### config.mk
export PLATFORM = sky130hd
export DESIGN_NAME = pulse_window_speed_meter
export DESIGN_NICKNAME = d
export VERILOG_FILES = /design/src/pwsm_pkg.sv /design/src/pulse_window_speed_meter.sv
export SDC_FILE = /design/constraint.sdc
export NUM_CORES = 2
export LEC_CHECK = 0
export BUFFER_PORTS_ARGS = -buffer_cell sky130_fd_sc_hd__buf_2
export CORE_UTILIZATION = 55
export DETAILED_ROUTE_END_ITERATION = 8
export GPL_ROUTABILITY_DRIVEN = 0
export PLACE_DENSITY = 0.75
export SYNTH_ARGS = -nofsm -noshare
export SYNTH_HDL_FRONTEND = slang
export SYNTH_SLANG_ARGS = --single-unit
export TNS_END_PERCENT = 5
### constraint.sdc
create_clock -name clock -period 9.5 [get_ports clock]
set_clock_uncertainty 0.05 [all_clocks]
set_input_delay 0.475 -clock clock [delete_from_list [all_inputs] [get_ports clock]]
set_output_delay 0.475 -clock clock [all_outputs]
set_load 0.02 [all_outputs]
### src/pwsm_pkg.sv
// -----------------------------------------------------------------------------
// pwsm_pkg
// Shared widths, register indexes and controller states of the speed meter.
// -----------------------------------------------------------------------------
package pwsm_pkg;

   localparam int TICK_W     = 32;
   localparam int PULSE_W    = 32;
   localparam int RPM_W      = 24;
   localparam int SPEED_W    = 8;
   localparam int CSR_IDX_W  = 3;
   localparam int CSR_DATA_W = 16;

   localparam int SAMPLE_W   = 8;
   localparam int WINDOW_W   = 16;
   localparam int HOLES_W    = 8;
   localparam int TPM_W      = 16;
   localparam int FACTOR_W   = 16;

   // Product and divisor widths of the long-hand datapath
   localparam int NUM_W      = PULSE_W + TPM_W;      // pulses * ticks_per_minute
   localparam int DIV_W      = TICK_W + HOLES_W;     // ticks * holes_per_rev
   localparam int PROD_W     = NUM_W + FACTOR_W;     // numerator * speed factor

   localparam int MUL_STEPS  = 16;                   // one multiplier bit a cycle
   localparam int DIV_STEPS  = NUM_W;                // one quotient bit a cycle
   localparam int CNT_W      = 6;

   typedef logic [CSR_IDX_W-1:0] csr_idx_type;

   localparam csr_idx_type CSR_SAMPLE_TICKS     = 3'd0;
   localparam csr_idx_type CSR_WINDOW_TICKS     = 3'd1;
   localparam csr_idx_type CSR_HOLES_PER_REV    = 3'd2;
   localparam csr_idx_type CSR_TICKS_PER_MINUTE = 3'd3;
   localparam csr_idx_type CSR_SPEED_FACTOR     = 3'd4;

   typedef enum logic [2:0] {
      ST_IDLE,
      ST_SAMPLE,
      ST_ACCUM,
      ST_CHECK,
      ST_MUL_RATE,
      ST_MUL_SPEED,
      ST_DIVIDE,
      ST_EMIT
   } state_type;

endpackage

### src/pulse_window_speed_meter.sv
// -----------------------------------------------------------------------------
// pulse_window_speed_meter
// Wheel speed from a wrapping tick count and a wrapping encoder pulse total.
// -----------------------------------------------------------------------------
// Usage:
//   Request channel (req_*): one timestamp and pulse total per timer tick.
//   Response channel (rsp_*): rpm, km/h value and a clip flag, produced only
//   when the accumulated ticks reach window_ticks.
//   Configuration (csr_*): write-only registers, written while idle.
// Request flow:
//   The first request after reset only primes the stored values; the next
//   request can be accepted in the following cycle. A request that yields no
//   response keeps req_stall high through the SAMPLE, ACCUM and CHECK states.
//   A request that closes a window then runs two shift-add multipliers and a
//   restoring divider (one quotient bit per cycle for rpm and speed in
//   parallel) before rsp_valid rises; a zero divisor skips straight to EMIT.
// Stall and reset:
//   The response sits in an output register; while the receiver stalls it
//   holds, and the block still accepts and accumulates new requests, waiting
//   only if a second response is ready before the first is taken.
//   Synchronous reset restores register defaults and clears the accumulators.
// -----------------------------------------------------------------------------
module pulse_window_speed_meter
   import pwsm_pkg::*;
(
   input  logic                  clock,
   input  logic                  reset,

   input  logic                  req_valid,
   output logic                  req_stall,
   input  logic [TICK_W-1:0]     req_now_ticks,
   input  logic [PULSE_W-1:0]    req_pulse_total,

   output logic                  rsp_valid,
   input  logic                  rsp_stall,
   output logic [RPM_W-1:0]      rsp_rpm_value,
   output logic [SPEED_W-1:0]    rsp_kmh_value,
   output logic                  rsp_saturated,

   input  logic                  csr_wr_en,
   input  csr_idx_type           csr_index,
   input  logic [CSR_DATA_W-1:0] csr_wdata
);

   // Configuration registers
   logic [SAMPLE_W-1:0] sample_ticks_ff;
   logic [WINDOW_W-1:0] window_ticks_ff;
   logic [HOLES_W-1:0]  holes_ff;
   logic [TPM_W-1:0]    tpm_ff;
   logic [FACTOR_W-1:0] factor_ff;

   // Controller
   state_type state_ff, state_in;
   logic      req_take;
   logic      out_free;
   logic      mul_last;
   logic      div_last;
   logic      sample_ok;
   logic      window_due;
   logic      zero_div;

   // Sampling state
   logic                primed_ff;
   logic [TICK_W-1:0]   prev_ticks_ff;
   logic [PULSE_W-1:0]  prev_pulses_ff;
   logic [TICK_W-1:0]   now_ff;
   logic [PULSE_W-1:0]  pulse_ff;
   logic [TICK_W-1:0]   elapsed_ff;
   logic [PULSE_W-1:0]  dpulse_ff;
   logic [PULSE_W-1:0]  acc_pulse_ff;
   logic [TICK_W-1:0]   acc_tick_ff;

   // Arithmetic datapath
   logic [CNT_W-1:0]    cnt_ff;
   logic [FACTOR_W-1:0] mult_sr_ff;
   logic [FACTOR_W-1:0] holes_sr_ff;
   logic [NUM_W-1:0]    num_ff;
   logic [DIV_W-1:0]    div_ff;
   logic [PROD_W-1:0]   x_ff;
   logic [DIV_W-1:0]    rem_a_ff;
   logic [DIV_W-1:0]    rem_b_ff;
   logic [RPM_W-1:0]    q_rpm_ff;
   logic [SPEED_W-1:0]  q_spd_ff;
   logic                ovf_rpm_ff;
   logic                ovf_spd_ff;
   logic                zero_div_ff;

   logic [DIV_W:0]      trial_a;
   logic [DIV_W:0]      trial_b;
   logic [DIV_W+1:0]    diff_a;
   logic [DIV_W+1:0]    diff_b;
   logic                ge_a;
   logic                ge_b;

   // Response register
   logic                rsp_valid_ff;
   logic [RPM_W-1:0]    rsp_rpm_ff;
   logic [SPEED_W-1:0]  rsp_speed_ff;
   logic                rsp_sat_ff;

   // ---------------------------------------------------------------------------
   // Configuration writes; unknown indexes are dropped
   // ---------------------------------------------------------------------------
   always_ff @(posedge clock) begin
      if (reset) begin
         sample_ticks_ff <= SAMPLE_W'(2);
         window_ticks_ff <= WINDOW_W'(20);
         holes_ff        <= HOLES_W'(20);
         tpm_ff          <= TPM_W'(6000);
         factor_ff       <= FACTOR_W'(823);
      end else if (csr_wr_en) begin
         case (csr_index)
            CSR_SAMPLE_TICKS:     sample_ticks_ff <= csr_wdata[SAMPLE_W-1:0];
            CSR_WINDOW_TICKS:     window_ticks_ff <= csr_wdata[WINDOW_W-1:0];
            CSR_HOLES_PER_REV:    holes_ff        <= csr_wdata[HOLES_W-1:0];
            CSR_TICKS_PER_MINUTE: tpm_ff          <= csr_wdata[TPM_W-1:0];
            CSR_SPEED_FACTOR:     factor_ff       <= csr_wdata[FACTOR_W-1:0];
            default: ;
         endcase
      end
   end

   // ---------------------------------------------------------------------------
   // Controller
   // ---------------------------------------------------------------------------
   assign req_take   = req_valid && !req_stall;
   assign out_free   = !rsp_valid_ff || !rsp_stall;
   assign mul_last   = (cnt_ff == CNT_W'(MUL_STEPS - 1));
   assign div_last   = (cnt_ff == CNT_W'(DIV_STEPS - 1));
   assign sample_ok  = (elapsed_ff >= TICK_W'(sample_ticks_ff));
   assign window_due = (acc_tick_ff >= TICK_W'(window_ticks_ff));
   assign zero_div   = (acc_tick_ff == '0) || (holes_ff == '0);

   always_ff @(posedge clock) begin
      if (reset) begin
         state_ff <= ST_IDLE;
      end else begin
         state_ff <= state_in;
      end
   end

   always_comb begin
      state_in  = state_ff;
      req_stall = 1'b1;
      case (state_ff)
         ST_IDLE: begin
            req_stall = 1'b0;
            // priming request stays here; later ones go sample
            if (req_valid && primed_ff) begin
               state_in = ST_SAMPLE;
            end
         end
         ST_SAMPLE: state_in = ST_ACCUM;
         ST_ACCUM:  state_in = ST_CHECK;
         ST_CHECK: begin
            if (!window_due) begin
               state_in = ST_IDLE;
            end else if (zero_div) begin
               state_in = ST_EMIT;
            end else begin
               state_in = ST_MUL_RATE;
            end
         end
         ST_MUL_RATE: begin
            if (mul_last) begin
               state_in = ST_MUL_SPEED;
            end
         end
         ST_MUL_SPEED: begin
            if (mul_last) begin
               state_in = ST_DIVIDE;
            end
         end
         ST_DIVIDE: begin
            if (div_last) begin
               state_in = ST_EMIT;
            end
         end
         ST_EMIT: begin
            // hold the finished result until the output register frees up
            if (out_free) begin
               state_in = ST_IDLE;
            end
         end
         default: state_in = ST_IDLE;
      endcase
   end

   // ---------------------------------------------------------------------------
   // Sampling and window accumulation
   // ---------------------------------------------------------------------------
   always_ff @(posedge clock) begin
      if (reset) begin
         primed_ff    <= 1'b0;
         acc_pulse_ff <= '0;
         acc_tick_ff  <= '0;
      end else begin
         if (req_take && !primed_ff) begin
            primed_ff <= 1'b1;
         end
         if (state_ff == ST_ACCUM && sample_ok) begin
            acc_pulse_ff <= acc_pulse_ff + dpulse_ff;
            acc_tick_ff  <= acc_tick_ff + elapsed_ff;
         end
         // window closed: drop the sums once the result is handed over
         if (state_ff == ST_EMIT && out_free) begin
            acc_pulse_ff <= '0;
            acc_tick_ff  <= '0;
         end
      end
   end

   always_ff @(posedge clock) begin
      if (req_take) begin
         now_ff   <= req_now_ticks;
         pulse_ff <= req_pulse_total;
         if (!primed_ff) begin
            prev_ticks_ff  <= req_now_ticks;
            prev_pulses_ff <= req_pulse_total;
         end
      end
      if (state_ff == ST_SAMPLE) begin
         // wrapped deltas, modulo 2^32
         elapsed_ff <= now_ff - prev_ticks_ff;
         dpulse_ff  <= pulse_ff - prev_pulses_ff;
      end
      if (state_ff == ST_ACCUM && sample_ok) begin
         prev_ticks_ff  <= now_ff;
         prev_pulses_ff <= pulse_ff;
      end
   end

   // ---------------------------------------------------------------------------
   // Bit-serial arithmetic
   //   MUL_RATE : num = P * T and div = K * H, MSB-first shift-add
   //   MUL_SPEED: x = num * S, MSB-first shift-add
   //   DIVIDE   : restoring division of num and x[63:16] by div, one
   //              quotient bit per cycle; bits leaving the result windows
   //              mark saturation
   // ---------------------------------------------------------------------------
   assign trial_a = {rem_a_ff, num_ff[NUM_W-1]};
   assign trial_b = {rem_b_ff, x_ff[PROD_W-1]};
   assign diff_a  = {1'b0, trial_a} - {2'b00, div_ff};
   assign diff_b  = {1'b0, trial_b} - {2'b00, div_ff};
   assign ge_a    = !diff_a[DIV_W+1];
   assign ge_b    = !diff_b[DIV_W+1];

   always_ff @(posedge clock) begin
      if (reset) begin
         cnt_ff <= '0;
      end else begin
         case (state_ff)
            ST_MUL_RATE, ST_MUL_SPEED: cnt_ff <= mul_last ? '0 : cnt_ff + CNT_W'(1);
            ST_DIVIDE:                 cnt_ff <= div_last ? '0 : cnt_ff + CNT_W'(1);
            default:                   cnt_ff <= '0;
         endcase
      end
   end

   always_ff @(posedge clock) begin
      case (state_ff)
         ST_CHECK: begin
            mult_sr_ff  <= tpm_ff;
            holes_sr_ff <= FACTOR_W'(holes_ff);
            num_ff      <= '0;
            div_ff      <= '0;
            zero_div_ff <= zero_div;
         end
         ST_MUL_RATE: begin
            num_ff <= {num_ff[NUM_W-2:0], 1'b0}
                    + (mult_sr_ff[FACTOR_W-1] ? NUM_W'(acc_pulse_ff) : '0);
            div_ff <= {div_ff[DIV_W-2:0], 1'b0}
                    + (holes_sr_ff[FACTOR_W-1] ? DIV_W'(acc_tick_ff) : '0);
            holes_sr_ff <= {holes_sr_ff[FACTOR_W-2:0], 1'b0};
            if (mul_last) begin
               mult_sr_ff <= factor_ff;
               x_ff       <= '0;
            end else begin
               mult_sr_ff <= {mult_sr_ff[FACTOR_W-2:0], 1'b0};
            end
         end
         ST_MUL_SPEED: begin
            x_ff <= {x_ff[PROD_W-2:0], 1'b0}
                  + (mult_sr_ff[FACTOR_W-1] ? PROD_W'(num_ff) : '0);
            mult_sr_ff <= {mult_sr_ff[FACTOR_W-2:0], 1'b0};
            if (mul_last) begin
               rem_a_ff   <= '0;
               rem_b_ff   <= '0;
               q_rpm_ff   <= '0;
               q_spd_ff   <= '0;
               ovf_rpm_ff <= 1'b0;
               ovf_spd_ff <= 1'b0;
            end
         end
         ST_DIVIDE: begin
            rem_a_ff   <= ge_a ? diff_a[DIV_W-1:0] : trial_a[DIV_W-1:0];
            rem_b_ff   <= ge_b ? diff_b[DIV_W-1:0] : trial_b[DIV_W-1:0];
            num_ff     <= {num_ff[NUM_W-2:0], 1'b0};
            x_ff       <= {x_ff[PROD_W-2:0], 1'b0};
            q_rpm_ff   <= {q_rpm_ff[RPM_W-2:0], ge_a};
            q_spd_ff   <= {q_spd_ff[SPEED_W-2:0], ge_b};
            ovf_rpm_ff <= ovf_rpm_ff | q_rpm_ff[RPM_W-1];
            ovf_spd_ff <= ovf_spd_ff | q_spd_ff[SPEED_W-1];
         end
         default: ;
      endcase
   end

   // ---------------------------------------------------------------------------
   // Response register
   // ---------------------------------------------------------------------------
   always_ff @(posedge clock) begin
      if (reset) begin
         rsp_valid_ff <= 1'b0;
      end else if (state_ff == ST_EMIT && out_free) begin
         rsp_valid_ff <= 1'b1;
      end else if (rsp_valid_ff && !rsp_stall) begin
         rsp_valid_ff <= 1'b0;
      end
   end

   always_ff @(posedge clock) begin
      if (state_ff == ST_EMIT && out_free) begin
         if (zero_div_ff) begin
            rsp_rpm_ff   <= '0;
            rsp_speed_ff <= '0;
            rsp_sat_ff   <= 1'b0;
         end else begin
            rsp_rpm_ff   <= ovf_rpm_ff ? '1 : q_rpm_ff;
            rsp_speed_ff <= ovf_spd_ff ? '1 : q_spd_ff;
            rsp_sat_ff   <= ovf_rpm_ff | ovf_spd_ff;
         end
      end
   end

   assign rsp_valid      = rsp_valid_ff;
   assign rsp_rpm_value  = rsp_rpm_ff;
   assign rsp_kmh_value  = rsp_speed_ff;
   assign rsp_saturated  = rsp_sat_ff;

endmodule

==> flow_summary.ini <==
[synthesis]
yosysSeqAreaShare = 0.435
async_flop_share = 0
ys_ff_latch = 663
ys.flop_type = edfxtp_1
syn_area_mm2 = 0.0425
syn_avg_cell_area_um2 = 9.21
yosysTopAreaCell = edfxtp_1
synth_nets = 5054
synthCells = 4619
synthTopCellsByArea = edfxtp_1, ha_1, dfxtp_1
yosysTopAreaCellShare = 0.370
synth_warnings = 0
synth_cell_type_count = 90
synth_edf_count = 524

[clock_tree]
htree_levels = 3
path_clk_slew_ps = 60
cts_tree = built
cts_made_buffers = 75
cts.path.max_buffers = 3
postCtsSetupRepairBufs = 0
cts_sinks = 663
root_buffer = clkbuf_16
clk_latency_ps = 650

[critical_path]
worstSetupPathType = flip-flop to flip-flop
worstPathMaxFanout = 80
start_kind = flip-flop
cp-end-kind = flip-flop
arrival_ps = 4760
cp.required_ps = 9790

[hold_path]
min_path_type = input port to flip-flop

[floorplan]
io_pins = 123
core_area_mm2 = 0.0762
die_width_um = 280
fp.dieH_um = 280
row_count = 101
dieArea_mm2 = 0.0784
start_util = 0.558

[sta]
finalSetupViolCount = 0
slew_violations = 0
rsz0062_at_grt = no
max_freq_mhz = 224
setup-tns-final_ps = 0
min_period_ps = 4470
fin_crit_sh = 0.470
worst_slew_pin_slew_ps = 1210
max_slew_margin = 0.196
hold_viol = 0

[placement]
dp_hpwl_mm = 69.1
io_buffers = 122
placed_cells = 5631

[detailed_routing]
wirelength_mm = 99.9
avgViaCountPerCell = 5.84
drc = 0
dr.pass1.iters = 6
routedWlPerCell_um = 17.1
ant_nets = 0
drtIter0Drc = 2628
num_vias = 34100

[global_route]
grt_max_degree = 140
grt_pass1_wl_mm = 163
antenna_found_initial = 7
grt_pass1_vias = 32800
gr-usage-all-layers = 0.253
grt_overflow = 0

[pwr]
powerDensity_mw_per_mm2 = 277
p_clk_frac = 0.235
switching_share = 0.382
pwr-share-comb = 0.424
p_seq_frac = 0.341
vdd_drop_max_uv = 247
p_int_mw = 8.10
p_leak_nw = 19.6
switching_power_mw = 5.01

[layout]
fin_nets = 5177
fillers = 6195
final_layout_size_suffix_gt1_frac = 0.0687
post-route-util = 0.622
area_growth_syn_to_layout_pct = 11.4
fin_cells = 5835

[run]
drv_cap = 0

[outcome]
status = finished clean
## cells in the final DEF (no fill, tap or decap), types with 40 or more instances in the layout
master / n
edfxtp_1: 524
and2_1: 126
a21oi_1: 435
nand2b_1: 40
dfxtp_1: 138
ha_1: 338
nor3_1: 54
o21bai_1: 50
nor2b_1: 49
a211oi_1: 50
a21o_1: 160
dlygate4sd3_1: 64
nand2_1: 716
and3_1: 81
xor2_1: 88
clkbuf_16: 78
inv_1: 229
o21ai_0: 239
buf_2: 122
nand4_1: 40
nand3_1: 95
nor2_1: 382
xnor2_1: 191
## layer usage
layer  share of wire  wire (um)  track usage
met4           0.019       1940       0.0659
met5               0          0            0
met3           0.061       6110       0.0328
met2            0.45      44700        0.403
met1            0.47      47100        0.362
## worst max-delay path, stage by stage, from the launching register on
cell and delay (ps):
edfxtp_1 360, buf_4 330, and2_1 240, ha_1 220, fa_1 430, a211oi_1 320
o21bai_1 140, o21ai_1 340, o21ai_0 230, a21oi_1 400, o41ai_2 170, a21oi_1 290
o21ai_1 150, a31oi_1 230, xor2_1 160, o21ai_0 90
## synthesized netlist by cell type (8+ instances only)
library cell and number:
nand3_1 96, o21a_1 27, clkbuf_1 148, or2_2 12, nand2_1 720, nor4_1 21, a2111oi_0 11, dfxtp_1 139
xnor2_1 191, ha_1 338, nand3b_1 20, a21oi_1 436, inv_1 230, o21ai_1 19, a211o_1 16, o31ai_1 9
and3_1 81, nand2b_1 40, a41o_1 8, buf_2 13, a21boi_0 10, a31oi_1 35, or3_1 23, fa_1 9
nor2b_1 50, nand4_1 40, edfxtp_1 524, and2_1 126, o21bai_1 50, nor3_1 55, mux2i_1 32, xor2_1 88
a211oi_1 50, a21o_1 160, o22ai_1 10, a222oi_1 15, nor2_1 384, o21ai_0 241, o211ai_1 19
## power groups by stage
stage / Clock, mW / Sequential (mW) / Combinational [mW]
5_1_grt: 3.22 / 4.53 / 6.23
6_report: 3.07 / 4.47 / 5.56
2_1_floorplan: 0 / 4.36 / 4.38
3_5_place_dp: 0 / 4.51 / 5.44
3_3_place_gp: 0 / 4.49 / 5.33
4_1_cts: 3.12 / 4.46 / 5.51
## worst paths after layout
| kind | endpoint | slack [ps] | startpoint | cells past startpoint |
|---|---|---|---|---|
| setup / recovery | x_ff[43] | 5030 | mult_sr_ff[15] | 15 |
| hold reg to reg | factor_ff[14] | 410 | factor_ff[14] | 2 |
| setup reg to reg | x_ff[43] | 5030 | mult_sr_ff[15] | 15 |
| hold / removal | tpm_ff[12] | 70 | csr_wdata[12] | 3 |
## stage by stage
step	total power [mW]	hold WS [ps]	setup WS [ps]	cell area, um^2
global route	14.0	73.6	4710	47400
floorplan	8.74	368	2610	42500
global placement	9.82	381	5190	44100
CTS	13.1	41.8	5040	47400
detailed placement	9.95	394	5090	44100
finish	13.1	72.5	5030	47400
## state kept, by name (all words and copies together) (netlist names), 32 cells and up
name            cells
div_ff             40
acc_pulse_ff       32
pulse_ff           32
now_ff             32
dpulse_ff          32
num_ff             48
prev_ticks_ff      32
rem_b_ff           40
acc_tick_ff        32
rem_a_ff           40
prev_pulses_ff     32
elapsed_ff         32
x_ff               64
## final cells by class
type	instances	area, um^2	area share
antenna	1	2.50	0.0000528
clock buffer	86	2000	0.0421
clock inverter	53	624	0.0132
inverter	230	863	0.0182
multi-input combinational	3556	22600	0.477
sequential	663	18500	0.391
tap	1030	1290	0.0272
timing repair buffer	216	1490	0.0314
## logic make-up (layout without fill, tap and decap cells)
kind of cell	count (synthesis)	after routing	share of synthesized area
compound gates	1201	1201	0.177
xor+xnor	279	279	0.0575
fa+ha+maj	347	347	0.104
buf+inv	400	585	0.0361
flops	663	663	0.435
mux	33	33	0.00780
other cells	0	1	0
simple gates	1696	1696	0.182
## timing repair
action | CTS | global route
resized for setup | 0 | 0
hold endpoints to repair | 64 | 0
hold buffers | 64 | 0
No activity file was read; power rests on OpenSTA's default activity.
